==> src/sv/sfh_pkg.sv <==
// Shared types, constants and hash arithmetic for the byte-stream hash block.
// Used by sfh_front, sfh_queue, sfh_back and superfasthash_byte_stream.
package sfh_pkg;

    localparam int LENGTH_WIDTH_DEF = 16;
    localparam int LEN_PORT_WIDTH   = 16;
    localparam int QUEUE_DEPTH      = 4;
    localparam int QUEUE_AW         = $clog2(QUEUE_DEPTH);

    localparam logic [1:0] TAIL_NONE  = 2'd0;
    localparam logic [1:0] TAIL_ONE   = 2'd1;
    localparam logic [1:0] TAIL_TWO   = 2'd2;
    localparam logic [1:0] TAIL_THREE = 2'd3;

    typedef struct packed {
        logic        start;
        logic [31:0] seed;
        logic        word_valid;
        logic [31:0] word;
        logic        finish;
        logic [23:0] tail;
        logic [1:0]  tail_n;
    } sfh_op_t;

    function automatic logic [31:0] sext8(input logic [7:0] b);
        sext8 = {{24{b[7]}}, b};
    endfunction

    function automatic logic [31:0] word_round(input logic [31:0] h_in, input logic [31:0] w);
        logic [31:0] h;
        h = h_in + {16'h0000, w[15:0]};
        h = h ^ ((h << 16) ^ ({16'h0000, w[31:16]} << 11));
        h = h + (h >> 11);
        word_round = h;
    endfunction

    function automatic logic [31:0] tail_mix(input logic [31:0] h_in, input logic [23:0] tail,
                                             input logic [1:0] n);
        logic [31:0] h;
        logic [31:0] t0;
        logic [31:0] t1;
        logic [31:0] t2;
        h  = h_in;
        t0 = sext8(tail[7:0]);
        t1 = sext8(tail[15:8]);
        t2 = sext8(tail[23:16]);
        case (n)
            TAIL_THREE:
            begin
                h = h + ((t1 << 8) + t0);
                h = h ^ ((h << 16) ^ (t2 << 18));
                h = h + (h >> 11);
            end
            TAIL_TWO:
            begin
                h = h + ((t1 << 8) + t0);
                h = h ^ (h << 11);
                h = h + (h >> 17);
            end
            TAIL_ONE:
            begin
                h = h + t0;
                h = h ^ (h << 10);
                h = h + (h >> 1);
            end
            default:
            begin
                h = h_in;
            end
        endcase
        h = h ^ (h << 3);
        h = h + (h >> 5);
        tail_mix = h;
    endfunction

    function automatic logic [31:0] avalanche_end(input logic [31:0] h_in);
        logic [31:0] h;
        h = h_in ^ (h_in << 4);
        h = h + (h >> 17);
        h = h ^ (h << 25);
        h = h + (h >> 6);
        avalanche_end = h;
    endfunction

endpackage

==> src/sv/sfh_front.sv <==
// Front end: accepts message bytes, tracks message length and gathers 32-bit words.
// Emits one operation per byte that seeds, completes a word or ends a message.
// Depends on sfh_pkg.
module sfh_front #(
    parameter int LENGTH_WIDTH = sfh_pkg::LENGTH_WIDTH_DEF
) (
    input  logic                                 clk,
    input  logic                                 rst_n,
    input  logic                                 take,
    input  logic [7:0]                           data_byte,
    input  logic                                 first_of_message,
    input  logic [sfh_pkg::LEN_PORT_WIDTH-1:0]   message_length,
    output logic                                 push,
    output sfh_pkg::sfh_op_t                     op
);

    logic                    active_reg;
    logic                    active_next;
    logic [1:0]              count_reg;
    logic [1:0]              count_next;
    logic [23:0]             gath_reg;
    logic [23:0]             gath_next;
    logic [LENGTH_WIDTH-1:0] rem_reg;
    logic [LENGTH_WIDTH-1:0] rem_next;

    logic [LENGTH_WIDTH-1:0] len;
    logic                    eff_active;
    logic [1:0]              count_cur;
    logic [23:0]             gath_cur;
    logic [LENGTH_WIDTH-1:0] rem_cur;
    logic                    word_done;
    logic                    last;

    always_comb
    begin
        len        = LENGTH_WIDTH'(message_length);
        eff_active = first_of_message ? (len != '0) : active_reg;
        count_cur  = first_of_message ? 2'd0 : count_reg;
        gath_cur   = first_of_message ? 24'h000000 : gath_reg;
        rem_cur    = first_of_message ? len : rem_reg;
        word_done  = (count_cur == 2'd3);
        rem_next   = rem_cur - LENGTH_WIDTH'(1);
        last       = (rem_next == '0);

        if (word_done)
        begin
            gath_next  = 24'h000000;
            count_next = 2'd0;
        end
        else
        begin
            gath_next  = gath_cur | (24'(data_byte) << {count_cur, 3'b000});
            count_next = count_cur + 2'd1;
        end

        op.start      = first_of_message;
        op.seed       = 32'(len);
        op.word_valid = word_done;
        op.word       = {data_byte, gath_cur};
        op.finish     = last;
        op.tail       = gath_next;
        op.tail_n     = count_next;

        push        = take && eff_active && (first_of_message || word_done || last);
        active_next = eff_active && !last;
    end

    always_ff @(posedge clk or negedge rst_n)
    begin
        if (!rst_n)
        begin
            active_reg <= 1'b0;
            count_reg  <= 2'd0;
            gath_reg   <= 24'h000000;
            rem_reg    <= '0;
        end
        else if (take)
        begin
            active_reg <= active_next;
            if (active_next)
            begin
                count_reg <= count_next;
                gath_reg  <= gath_next;
                rem_reg   <= rem_next;
            end
            else
            begin
                count_reg <= 2'd0;
                gath_reg  <= 24'h000000;
                rem_reg   <= '0;
            end
        end
    end

endmodule

==> src/sv/sfh_queue.sv <==
// Short queue of hash operations between the front end and the back end.
// Depends on sfh_pkg.
module sfh_queue (
    input  logic             clk,
    input  logic             rst_n,
    input  logic             push,
    input  sfh_pkg::sfh_op_t push_op,
    input  logic             pop,
    output logic             full,
    output logic             empty,
    output sfh_pkg::sfh_op_t head
);

    localparam int AW = sfh_pkg::QUEUE_AW;

    sfh_pkg::sfh_op_t mem [sfh_pkg::QUEUE_DEPTH];

    logic [AW:0] wr_ptr_reg;
    logic [AW:0] rd_ptr_reg;

    assign empty = (wr_ptr_reg == rd_ptr_reg);
    assign full  = (wr_ptr_reg[AW] != rd_ptr_reg[AW]) &&
                   (wr_ptr_reg[AW-1:0] == rd_ptr_reg[AW-1:0]);
    assign head  = mem[rd_ptr_reg[AW-1:0]];

    always_ff @(posedge clk)
    begin
        if (push)
        begin
            mem[wr_ptr_reg[AW-1:0]] <= push_op;
        end
    end

    always_ff @(posedge clk or negedge rst_n)
    begin
        if (!rst_n)
        begin
            wr_ptr_reg <= '0;
            rd_ptr_reg <= '0;
        end
        else
        begin
            if (push)
            begin
                wr_ptr_reg <= wr_ptr_reg + (AW + 1)'(1);
            end
            if (pop)
            begin
                rd_ptr_reg <= rd_ptr_reg + (AW + 1)'(1);
            end
        end
    end

endmodule

==> src/sv/sfh_back.sv <==
// Back end: runs the word rounds on the running hash and the finishing pipeline.
// The finish runs in three registered stages ending in the output register.
// Depends on sfh_pkg.
module sfh_back (
    input  logic             clk,
    input  logic             rst_n,
    input  logic             empty,
    input  sfh_pkg::sfh_op_t head,
    output logic             pop,
    output logic             out_valid,
    input  logic             out_ready,
    output logic [31:0]      hash_value
);

    logic [31:0] hash_reg;
    logic [31:0] h_seeded;
    logic [31:0] h_round;
    logic        advance;

    logic        b_valid_reg;
    logic [31:0] b_hash_reg;
    logic [23:0] b_tail_reg;
    logic [1:0]  b_n_reg;

    logic        c_valid_reg;
    logic [31:0] c_hash_reg;

    logic        out_valid_reg;
    logic [31:0] out_hash_reg;

    always_comb
    begin
        advance  = !out_valid_reg || out_ready;
        pop      = !empty && (!head.finish || advance);
        h_seeded = head.start ? head.seed : hash_reg;
        h_round  = head.word_valid ? sfh_pkg::word_round(h_seeded, head.word) : h_seeded;
    end

    always_ff @(posedge clk or negedge rst_n)
    begin
        if (!rst_n)
        begin
            hash_reg      <= 32'h00000000;
            b_valid_reg   <= 1'b0;
            c_valid_reg   <= 1'b0;
            out_valid_reg <= 1'b0;
        end
        else
        begin
            if (pop)
            begin
                hash_reg <= head.finish ? 32'h00000000 : h_round;
            end
            if (advance)
            begin
                b_valid_reg   <= pop && head.finish;
                c_valid_reg   <= b_valid_reg;
                out_valid_reg <= c_valid_reg;
            end
        end
    end

    always_ff @(posedge clk)
    begin
        if (advance)
        begin
            b_hash_reg   <= h_round;
            b_tail_reg   <= head.tail;
            b_n_reg      <= head.tail_n;
            c_hash_reg   <= sfh_pkg::tail_mix(b_hash_reg, b_tail_reg, b_n_reg);
            out_hash_reg <= sfh_pkg::avalanche_end(c_hash_reg);
        end
    end

    assign out_valid  = out_valid_reg;
    assign hash_value = out_hash_reg;

endmodule

==> src/sv/superfasthash_byte_stream.sv <==
// Top level of the byte-stream SuperFastHash block: front end, queue and back end.
// Depends on sfh_pkg, sfh_front, sfh_queue and sfh_back.
//
// Usage:
// The input channel (in_valid, in_ready) carries one message byte per transfer in
// data_byte. The first byte of a message has first_of_message set and brings the
// total byte count in message_length, which seeds the hash. A new first byte
// drops any unfinished message; a first byte with zero length is dropped, and
// bytes outside a message are taken and ignored.
// The output channel (out_valid, out_ready) carries one 32-bit hash_value per
// message, after its last byte.
// Throughput is one byte per cycle while the queue has room. After the edge
// that takes the last byte, the queue hands the operation to a word-round stage,
// then a tail-mix stage, and the output register finishes the avalanche.
// When the receiver stalls, the finish stages hold, word rounds keep running
// from the four-entry queue, and in_ready drops once that queue is full.
// Reset clears the message state, the queue and all valid flags.
module superfasthash_byte_stream #(
    parameter int LENGTH_WIDTH = sfh_pkg::LENGTH_WIDTH_DEF
) (
    input  logic                               clk,
    input  logic                               rst_n,
    input  logic                               in_valid,
    output logic                               in_ready,
    input  logic [7:0]                         data_byte,
    input  logic                               first_of_message,
    input  logic [sfh_pkg::LEN_PORT_WIDTH-1:0] message_length,
    output logic                               out_valid,
    input  logic                               out_ready,
    output logic [31:0]                        hash_value
);

    logic             take;
    logic             push;
    logic             pop;
    logic             full;
    logic             empty;
    sfh_pkg::sfh_op_t push_op;
    sfh_pkg::sfh_op_t head;

    assign in_ready = !full;
    assign take     = in_valid && in_ready;

    sfh_front #(
        .LENGTH_WIDTH(LENGTH_WIDTH)
    ) u_front (
        .clk              (clk),
        .rst_n            (rst_n),
        .take             (take),
        .data_byte        (data_byte),
        .first_of_message (first_of_message),
        .message_length   (message_length),
        .push             (push),
        .op               (push_op)
    );

    sfh_queue u_queue (
        .clk     (clk),
        .rst_n   (rst_n),
        .push    (push),
        .push_op (push_op),
        .pop     (pop),
        .full    (full),
        .empty   (empty),
        .head    (head)
    );

    sfh_back u_back (
        .clk        (clk),
        .rst_n      (rst_n),
        .empty      (empty),
        .head       (head),
        .pop        (pop),
        .out_valid  (out_valid),
        .out_ready  (out_ready),
        .hash_value (hash_value)
    );

endmodule
==> config.mk <==
export PLATFORM = sky130hd
export DESIGN_NAME = superfasthash_byte_stream
export DESIGN_NICKNAME = d
export VERILOG_FILES = /design/src/sv/sfh_pkg.sv /design/src/sv/sfh_front.sv /design/src/sv/sfh_queue.sv /design/src/sv/sfh_back.sv /design/src/sv/superfasthash_byte_stream.sv
export SDC_FILE = /design/constraint.sdc
export NUM_CORES = 1
export LEC_CHECK = 0
export BUFFER_PORTS_ARGS = -buffer_cell sky130_fd_sc_hd__clkbuf_2
export CORE_ASPECT_RATIO = 2
export CORE_MARGIN = 3
export CORE_UTILIZATION = 58
export CTS_CLUSTER_DIAMETER = 200
export CTS_CLUSTER_SIZE = 10
export DETAILED_ROUTE_END_ITERATION = 7
export PLACE_DENSITY_LB_ADDON = 0.25
export REMOVE_ABC_BUFFERS = 1
export SYNTH_ARGS = -nofsm -noshare
export SYNTH_HDL_FRONTEND = slang
export SYNTH_SLANG_ARGS = --single-unit
==> constraint.sdc <==
create_clock -name clk -period 10.85 [get_ports clk]
set_input_delay 0.5425 -clock clk [delete_from_list [all_inputs] [get_ports clk]]
set_output_delay 0.5425 -clock clk [all_outputs]
set_load 0.05 [all_outputs]
# == After elaboration in Yosys (flattened, before gate mapping) ==
# Memories as Yosys holds them, arrays and structs flattened.
# Cells that the tools add are included.
# word_totals
word_cells,83
out_inout_bits,34
ram_bits,308
memories,1
ff_bits,206
# classes
mux,16
n_addsub,15
n_reduce_logical,18
shift,1
bitwise_logic,10
n_eq_ne,7
# memory_table
memory,words,width,read_ports,rd_ports_with_merged_regs,wr,line_no,source
u_queue.mem,4,77,1,0,1,sfh_queue.sv:16,sfh_pkg::sfh_op_t mem [sfh_pkg::QUEUE_DEPTH];
# ops
op,n
$xor 32x32->32,8
$mux 32,4
$pmux 32 s3,1
$mux 24,3
$add 32x15->32,2
$add 32x21->32,2
$add 32x32->32,2
$add 32x16->32,1
$add 32x26->32,1
$add 32x27->32,1
$add 32x31->32,1
$mux 16,2
$xor 32x27->32,1
$or 24x24->24,1
$shl 8x5->24,1
$add 16x8->17,1
$logic_not 16->1,1
$reduce_bool 16->1,1
$sub 16x1->16 const B,1
$logic_and 1x1->1,7
$add 3x1->3 const B,2
$eq 2x2->1 const B,3
$mux 2,3
$logic_not 1->1,5
7 further kinds,12

# == Depth between registers and ports, before layout ==
# Gate-level depths: netlist of run 1.
# logic_depth
depth_word,9
mapped_depth,48

# == Cells and area by module ==
# From an unflattened synthesis of run 1, not the netlist that was laid out.
# unflattened
cells_unflattened,3180
hier_area_um2,37562.3
# modules_own_cells
mod,area_each_um2,cells_each,n_inst
sfh_back,20427.1,2285,1
sfh_queue,13813.2,517,1
sfh_front,3311.9,376,1
superfasthash_byte_stream,10.0,2,1

# == Worst setup path after synthesis of run 1 ==
# OpenSTA, ideal clock, no wires.
# synth_path
path_type,register to register
startpoint,register u_back.b_tail_reg[7]
endpoint,"register u_back.c_hash_reg[30], data pin"
synth_period_minus_slack_ns,10.149
slack_ns,0.701
arrival_time_ns,9.892
path_stages_with_launch,46
setup_time_ns,0.258
cell_sequence,edfxtp_1 ha_1 inv_1 fa_1 inv_1 a21oi_1 o21bai_1 a21oi_1 o21bai_1 a21oi_1 nand3_1 o21ai_0 ha_1 clkbuf_1 and4_1 nand2_1 o211ai_1 a21o_1 (+10 left out) inv_1 o21ai_0 a211oi_4 xor2_1 mux4_2 xor2_1 ha_1 a21o_1 a21oi_1 inv_1 a21o_1 a21oi_1 a31oi_1 o41ai_1 o21ai_0 o41a_1 nand4_1 xnor2_1
# synth_between
elab_chain_len,9
elab_cells_between_ends,14
cone_classes,add/sub: 7; mux: 2; bitwise: 5
# synth_lines
item,line_no,source
from (decl),sfh_back.sv:22,logic [23:0] b_tail_reg;
from (signal assigned),sfh_back.sv:68,b_tail_reg <= head.tail;
$add 16x8->17,"sfh_pkg.sv:50, sfh_pkg.sv:56",
$add 32x32->32,"sfh_pkg.sv:50, sfh_pkg.sv:56",
$xor 32x32->32 (2 in series),sfh_pkg.sv:51,h = h ^ ((h << 16) ^ (t2 << 18));
$add 32x21->32,sfh_pkg.sv:52,h = h + (h >> 11);
$pmux 32 s3 *,sfh_pkg.sv:47,case (n)
$mux 32 *,sfh_back.sv:65,if (advance)
$xor 32x32->32 *,sfh_pkg.sv:71,h = h ^ (h << 3);
$add 32x27->32 *,sfh_pkg.sv:72,h = h + (h >> 5);
to (signal assigned),sfh_back.sv:70,"c_hash_reg <= sfh_pkg::tail_mix(b_hash_reg, b_tail_reg, b_n_reg);"
to (decl),sfh_back.sv:26,logic [31:0] c_hash_reg;
# Every way passes the cells marked *; elsewhere a longest branch is shown, timed or not. The select of a mux whose other input is x is not followed.
# A chain may end at the register's enable or synchronous reset.

# == Final worst setup path of run 1 ==
# Same ends and word-level chain as after synthesis.

==> reports/qor.yml, run 1 <==
drt:
  drc: 0
  wl_per_cell_um: 28.2
  dr_total_vias: 25900
  via_per_inst: 6.52
  dr.pass1.iters: 5
  dr.first_iter.drc_count: 1883
  wl_um: 112000
  drtAntennaViolNets: 0
global_route:
  grt_overflow: 0
  antenna_found_initial: 0
  grt_first_pass_wirelength_um: 166000
  grt_max_degree: 76
  grt_pass1_vias: 27000
  track_usage: 0.361
logic_synthesis:
  synthCells: 3074
  synth.yosys.seq_area_share: 0.435
  ys_async_sr_fraction: 0.163
  yosys_most_used_dff: "edfxtp_1"
  synth-seq-cells: 514
  synth-edff-count: 430
  ys_warn_count: 0
  synth.distinct_cells: 104
  synth_area_um2: 34500
  syn_avg_cell_area_um2: 11.2
worst_setup_path:
  max_stage_delay_ps: 510
  cp_common_cell: "a21oi_1"
  cpMaxStageDelayCell: "xnor2_1"
  rrSetupSlack_ps: 370
  crit_path_end_kind: "flip-flop"
  required_ps: 11220
  cp_max_fo: 9
  arrival_ps: 10850
  regToRegEndpoint: "u_back.c_hash_reg[30]"
  worstSetupPathType: "reg2reg"
  cp_top_family: "compound AO/OA/AOI/OAI gates"
  r2r_cells: 43
  worst-path-buf-inv: 3
  start_kind: "flip-flop"
  crit-reg2reg-launch: "u_back.b_tail_reg[7]"
sta:
  rsz0062_at_grt: "false"
  final_max_slew_viol_count: 0
  setup_viol: 0
  finalHoldViolCount: 0
  max-slew-margin-rel: 0.215
  fmax_mhz: 95.4
  finalCritPeriodShare: 0.966
  tightest_slew_ps: 1180
  holdWs_ps: 221
  tns_ps: 0
  finalClockSkew_ps: 47.4
  setup_ws_ps: 372
  fin_crit_ps: 10480
die:
  fp.dieH_um: 351
  start_util: 0.590
  die_area_um2: 62600
  io_pins: 63
  fp-row-count: 125
  die_w_um: 178
  core_um2: 58500
layout:
  num_antenna_cells: 0
  layout_commonest_cell: "edfxtp_1"
  n_fill_cell: 4474
  largest_register_ffs: 308
  layout_common_cells: "edfxtp_1, xnor2_1, ha_1"
  layout.nets: 3442
  drive_gt1_frac: 0.108
  syn_to_final_growth_pct: 8.82
  final_util: 0.642
hold_path:
  hold_depth: 1
  hold_path_class: "in2reg"
  hold-path-endpoint: "u_queue.mem[3][66]"
  hp-start: "message_length[6]"
clock_network:
  cts_tree: "built"
  clock_path_buffers: 3
  path_clk_slew_ps: 70
  clock-sinks: 514
  htree_num_levels: 2
  cts_buffers: 57
  root_buffer: "clkbuf_16"
  worstSkewPairLatency_ps: 630
place:
  hpwl_um: 85800
  preCtsSetupSlack_ps: 523
  place.gp.congestion: 1.03
  numPortBuffers: 62
outcome:
  status: "completed"
job:
  drv_cap: 0
## cells by family after synthesis
| family | after synthesis | share of synthesized area |
|---|---|---|
| AOI/OAI and AO/OA | 748 | 0.144 |
| xor gates and xnor gates | 441 | 0.119 |
| adders and majority gates | 253 | 0.0939 |
| buffers and inverters | 225 | 0.0252 |
| DFF | 514 | 0.435 |
| muxes | 133 | 0.0750 |
| and+or+nand+nor | 760 | 0.108 |
## Yosys cell counts (all sizes together) (37+ instances only)
library cell | n | share of area
edfxtp | 430 | 0.37
xnor2 | 275 | 0.071
ha | 243 | 0.088
nand2 | 228 | 0.025
a21oi | 216 | 0.032
nor2 | 192 | 0.021
o21ai | 154 | 0.023
xor2 | 152 | 0.039
inv | 142 | 0.015
mux4 | 99 | 0.065
a21o | 90 | 0.020
dfrtp | 84 | 0.061
clkbuf | 63 | 0.0069
nor2b | 58 | 0.011
nor3 | 51 | 0.0082
nand3 | 47 | 0.0068
and3 | 37 | 0.0067
## area by class of cell
type | count | area [µm²] | area share
repair buffers | 110 | 688 | 0.0183
clock buffers | 103 | 1600 | 0.0426
multi-input cells | 2335 | 18700 | 0.497
clock inverters | 4 | 75.1 | 0.00200
inverters | 142 | 536 | 0.0143
flip-flops and latches | 514 | 15000 | 0.400
well taps | 762 | 953 | 0.0254
## worst max path at each step
stage                               from               endpoint  slack [ps]  depth (start not counted)
global placement    u_back.b_tail_reg[7]  u_back.c_hash_reg[31]         740                         46
global route        u_back.b_tail_reg[7]  u_back.c_hash_reg[30]           8                         44
finish              u_back.b_tail_reg[7]  u_back.c_hash_reg[30]         370                         43
CTS                 u_back.b_tail_reg[7]  u_back.c_hash_reg[31]         480                         47
floorplan           u_back.b_tail_reg[7]  u_back.c_hash_reg[30]         850                         43
detailed placement  u_back.b_tail_reg[7]  u_back.c_hash_reg[31]         520                         47
## stage by stage
stage          instances  cell area [µm²]
3_5_place_dp        3862            35900
6_report            3970            37600
2_1_floorplan       2991            34200
5_1_grt             3970            37600
3_3_place_gp        3862            35900
4_1_cts             3970            37500
## per-layer routing
| metal | GRT usage | share of wire | vias to the layer above |
|---|---|---|---|
| met5 | 0 | 0 | - |
| met4 | 0.315 | 0.11 | 0 |
| met3 | 0.0377 | 0.045 | 412 |
| met1 | 0.339 | 0.30 | 12700 |
| li1 | - | - | 11600 |
| met2 | 0.675 | 0.54 | 1113 |
## repair_timing
item / CTS / global route
hold endpoints to repair: 27 / 0
setup buffers: 0 / 0
hold buffers: 1 / 0
endpoints found under the setup margin: 0 / 5
resized for setup: 0 / 4
Power of run 1 is left out: the tool's default activity adds up to more than one toggle a clock period on the data nets, which glitch-free logic cannot reach.
==> inputs of run 2 (changes only) <==
Settings changed: PLACE_DENSITY from default to 0.76, PLACE_DENSITY_LB_ADDON 0.25 to default, RECOVER_POWER from default to 50.
==> run 2 against run 1 <==
- the run now ends with max-capacitance violations, max-slew violations left
- register-to-register slack better by 280 ps
- first-iteration DRC count down 4.7%
- sequential share of layout area increased by 0.14 points
- worst hold slack better by 27 ps
- core utilization is 0.22 points lower
- maximum frequency is 2.7% higher
- cell count down 0.18%
- critical path depth did not move
- largest cell class unchanged
==> reports/qor.yml, run 2 (synthesized netlist as in run 1, its figures left out) <==
place:
  numPortBuffers: 62
  place.gp.congestion: 1.01
  hpwl_um: 86800
sta:
  tightest_slew_ps: 3560
  tns_ps: 0
  fin_crit_ps: 10200
  setup_viol: 0
  finalHoldViolCount: 0
  max-slew-margin-rel: -1.37
  final_max_slew_viol_count: 344
  finalCritPeriodShare: 0.940
  finalClockSkew_ps: 54.2
  fmax_mhz: 98.0
  rsz0062_at_grt: "false"
clock_network:
  cts_tree: "built"
  clock_path_buffers: 3
  clock-sinks: 514
  htree_num_levels: 2
  worstSkewPairLatency_ps: 630
  root_buffer: "clkbuf_16"
  path_clk_slew_ps: 70
  cts_buffers: 57
die:
  io_pins: 63
  fp-row-count: 125
  start_util: 0.590
  fp.dieH_um: 351
  die_w_um: 178
  core_um2: 58500
  die_area_um2: 62600
worst_setup_path:
  crit-reg2reg-launch: "u_back.b_tail_reg[7]"
  rrSetupSlack_ps: 650
  required_ps: 11200
  max_stage_delay_ps: 530
  worstSetupPathType: "reg2reg"
  start_kind: "flip-flop"
  cp_common_cell: "a21oi_1"
  critPathLaunch: "u_back.b_tail_reg[7]"
  cpMaxStageDelayCell: "mux4_2"
  arrival_ps: 10550
  cp_max_fo: 31
  crit_path_end_kind: "flip-flop"
global_route:
  antenna_found_initial: 2
  track_usage: 0.362
  grt_pass1_vias: 27100
  grt_overflow: 0
  grt_max_degree: 76
  grt_first_pass_wirelength_um: 166000
layout:
  syn_to_final_growth_pct: 8.44
  layout.nets: 3436
  largest_register_ffs: 308
  drive_gt1_frac: 0.0882
  layout_commonest_cell: "edfxtp_1"
  layout_common_cells: "edfxtp_1, xnor2_1, ha_1"
outcome:
  status: "complete, but fails checks"
  failed_checks: "max-capacitance violations, max-slew violations"
hold_path:
  hold_path_class: "in2reg"
  hp-start: "message_length[7]"
drt:
  wl_um: 113000
  dr_total_vias: 25900
  drc: 0
  dr.pass1.iters: 6
  via_per_inst: 6.53
  dr.first_iter.drc_count: 1794
  wl_per_cell_um: 28.4
  drtAntennaViolNets: 0
job:
  drv_cap: 7
[run 2: changes by cell type in the layout (fill, tap and decap cells not counted), moves of 2 or more]
| cell | change |
|---|---|
| buf_6 | +2 |
| o21ai_1 | -2 |
| buf_4 | -13 |
| o21ai_0 | +2 |
| diode_2 | +2 |
| clkbuf_2 | -57 |
| clkbuf_1 | +60 |
[run 2: repair_timing]
action,4_1_cts,5_1_grt
resized for setup,0,7
buffers inserted,0,3
endpoints found under the hold margin,31,0
hold buffers,1,0
endpoints found under the setup margin,0,5
[run 2: layout make-up]
class                      count  area [µm²]
sequential                   514       15000
clock inverter                 4        75.1
clock buffer                 100        1590
antenna                        2        5.00
multi-input combinational   2335       18700
fill                        4537       21100
tap                          762         953
timing repair buffer         104         544
inverter                     142         534
[run 2: path summary, 6_finish.rpt]
| kind | to | cells after the start |
|---|---|---|
| max in group asynchronous | u_queue.rd_ptr_reg[1] | 3 |
| min in group asynchronous | u_front.gath_reg[15] | 2 |
| worst min register to register | u_back.out_valid | 1 |
| worst max register to register | u_back.c_hash_reg[31] | 43 |
| worst min-delay path | u_queue.mem[2][67] | 1 |
| worst max-delay path | u_back.c_hash_reg[31] | 43 |
[run 2: critical path: cells and delay by family (launching register included)]
family                   cells  cell delay, ps
AO/OA/AOI/OAI               24            4700
XOR/XNOR                     4            1040
adder cells (fa/ha/maj)      4            1540
buffers and inverters        3             470
flip-flops                   1             450
multiplexers                 2             730
AND/OR/NAND/NOR              6             980
[run 2: routing by layer]
metal / part of all wire / track usage / vias up
met2: 0.53 / 0.673 / 1146
li1: - / - / 11600
met1: 0.29 / 0.324 / 12600
met5: 0 / 0 / -
met4: 0.13 / 0.350 / 0
met3: 0.047 / 0.0452 / 477
[run 2: metrics by stage]
stage                     hold WS (ps)  worst slack (ps)  area, µm²  utilization  std cells
after floorplan                    247               850      34200            -       2991
after global placement             443               785      35800        0.611       3852
after detailed placement           454               588      35800        0.611       3852
after CTS                          156               583      37400        0.640       3957
after global routing               252              2.15      37400        0.640       3962
final                              248               651      37400        0.640       3963
Power of run 2 is left out for the same reason.
==> inputs of run 3 (changes only) <==
Settings changed: CORE_MARGIN 3 to default.
==> run 3 against run 2 <==
- die area fell by 3.4%
- sequential share of layout area shrank 0.40 points
- maximum frequency barely moved
- cell area is 0.97% higher
- the flow still finishes with violations (max-capacitance violations, max-slew violations)
- global-route usage is 3.9 points higher
- first-iteration DRC count grew 3.8%
- cell count increased by 1.3%
- worst hold slack improved by 4.7 ps
- non-clock buffer count up 45
==> reports/qor.yml, run 3 (synthesized netlist as in run 1, its figures left out) <==
sta:
  fin_crit_ps: 10210
  finalClockSkew_ps: 76.2
  tns_ps: 0
  max-slew-margin-rel: -1.95
  setup_viol: 0
  finalHoldViolCount: 0
  finalCritPeriodShare: 0.941
  fmax_mhz: 98.0
  final_max_slew_viol_count: 323
  rsz0062_at_grt: "false"
  tightest_slew_ps: 4420
  holdWs_ps: 253
drt:
  wl_met3_um: 6550
  wl_met1_um: 34000
  topRoutingLayerUsed: "met5"
  dr_total_vias: 26200
  drc: 0
  dr.pass1.iters: 6
  drtAntennaViolNets: 0
  wl_um: 120000
  dr.first_iter.drc_count: 1862
  via_per_inst: 6.54
  routed-wl-met2_um: 63200
  wl_per_cell_um: 30.0
worst_setup_path:
  arrival_ps: 10550
  worstSetupPathType: "reg2reg"
  cp_max_fo: 29
  max_stage_delay_ps: 1270
  required_ps: 11190
  start_kind: "flip-flop"
  cpMaxStageDelayCell: "dfrtp_1"
  rrSetupSlack_ps: 640
  crit_path_end_kind: "flip-flop"
die:
  io_pins: 63
  fp.dieH_um: 347
  fp-row-count: 126
  core_um2: 59000
  die_w_um: 174
  start_util: 0.585
  die_area_um2: 60500
layout:
  n_fill_cell: 4479
  layout.nets: 3481
  layout_common_cells: "edfxtp_1, xnor2_1, ha_1"
  layout_commonest_cell: "edfxtp_1"
  largest_register_ffs: 308
  num_antenna_cells: 0
  final_util: 0.641
  drive_gt1_frac: 0.0998
  syn_to_final_growth_pct: 9.50
global_route:
  grt_first_pass_wirelength_um: 175000
  track_usage: 0.401
  grt_pass1_vias: 27700
  antenna_found_initial: 3
  grt_max_degree: 72
  grt_overflow: 0
outcome:
  status: "complete, but fails checks"
  failed_checks: "max-capacitance violations, max-slew violations"
clock_network:
  worstSkewPairLatency_ps: 660
  clock-sinks: 514
  cts_tree: "built"
  htree_num_levels: 2
  clock_path_buffers: 3
  path_clk_slew_ps: 60
  cts_setup_buffers: 0
  root_buffer: "clkbuf_16"
  cts_buffers: 57
job:
  drv_cap: 6
place:
  place.gp.congestion: 1.11
  numPortBuffers: 62
  hpwl_um: 91300
hold_path:
  hold_path_class: "in2reg"
-- run 3: cell count changes in the layout (fill, tap and decap cells not counted), moves of 2 or more --
cell and delta:
clkinv_16 +2, buf_4 +47, clkbuf_1 +4, buf_6 -2, diode_2 -2
-- run 3: metal layers --
metal,GRT usage,vias up
met5,0,-
met4,0.459,4
met3,0.0694,571
met2,0.738,1185
met1,0.332,12800
li1,-,11700
-- run 3: worst max-delay path: cells and delay by family (launching register included) --
family | cells | cell delay [ps]
adder cells (fa/ha/maj) | 3 | 1080
multiplexers | 2 | 790
flip-flops | 1 | 1270
AO/OA/AOI/OAI | 12 | 2670
XOR/XNOR | 3 | 1700
buffers and inverters | 3 | 820
AND/OR/NAND/NOR | 7 | 1550
-- run 3: path summary, 6_finish.rpt --
| check | from | endpoint | depth (start not counted) |
|---|---|---|---|
| worst min register to register | u_front.gath_reg[15] | u_front.gath_reg[15] | 2 |
| min in group asynchronous | rst_n | u_front.gath_reg[20] | 2 |
| worst min-delay path | message_length[10] | u_queue.mem[2][70] | 1 |
| worst max register to register | u_queue.rd_ptr_reg[0] | u_back.b_hash_reg[30] | 30 |
| worst max-delay path | u_queue.rd_ptr_reg[0] | u_back.b_hash_reg[30] | 30 |
| max in group asynchronous | rst_n | u_queue.rd_ptr_reg[1] | 3 |
-- run 3: area by class of cell --
type                    count  area (µm²)  area share
clock buffers             104        1600      0.0424
clock inverters             4        98.8     0.00262
inverters                 142         534      0.0141
multi-input cells        2335       18700       0.495
flip-flops and latches    514       15000       0.397
well taps                 768         961      0.0254
repair buffers            149         875      0.0231
-- run 3: metrics by stage --
step	worst slack (ps)	std cells	instance area (µm²)
after detailed placement	572	3907	36200
after CTS	580	4016	37900
after floorplan	850	2991	34200
after global placement	742	3907	36200
final	645	4016	37800
after global routing	80.6	4016	37800
-- run 3: repair_timing --
item / 4_1_cts / 5_1_grt
endpoints found under the setup margin: 0 / 6
hold endpoints to repair: 19 / 0
hold buffers: 1 / 0
resized for setup: 0 / 4
Power of run 3 is left out for the same reason.
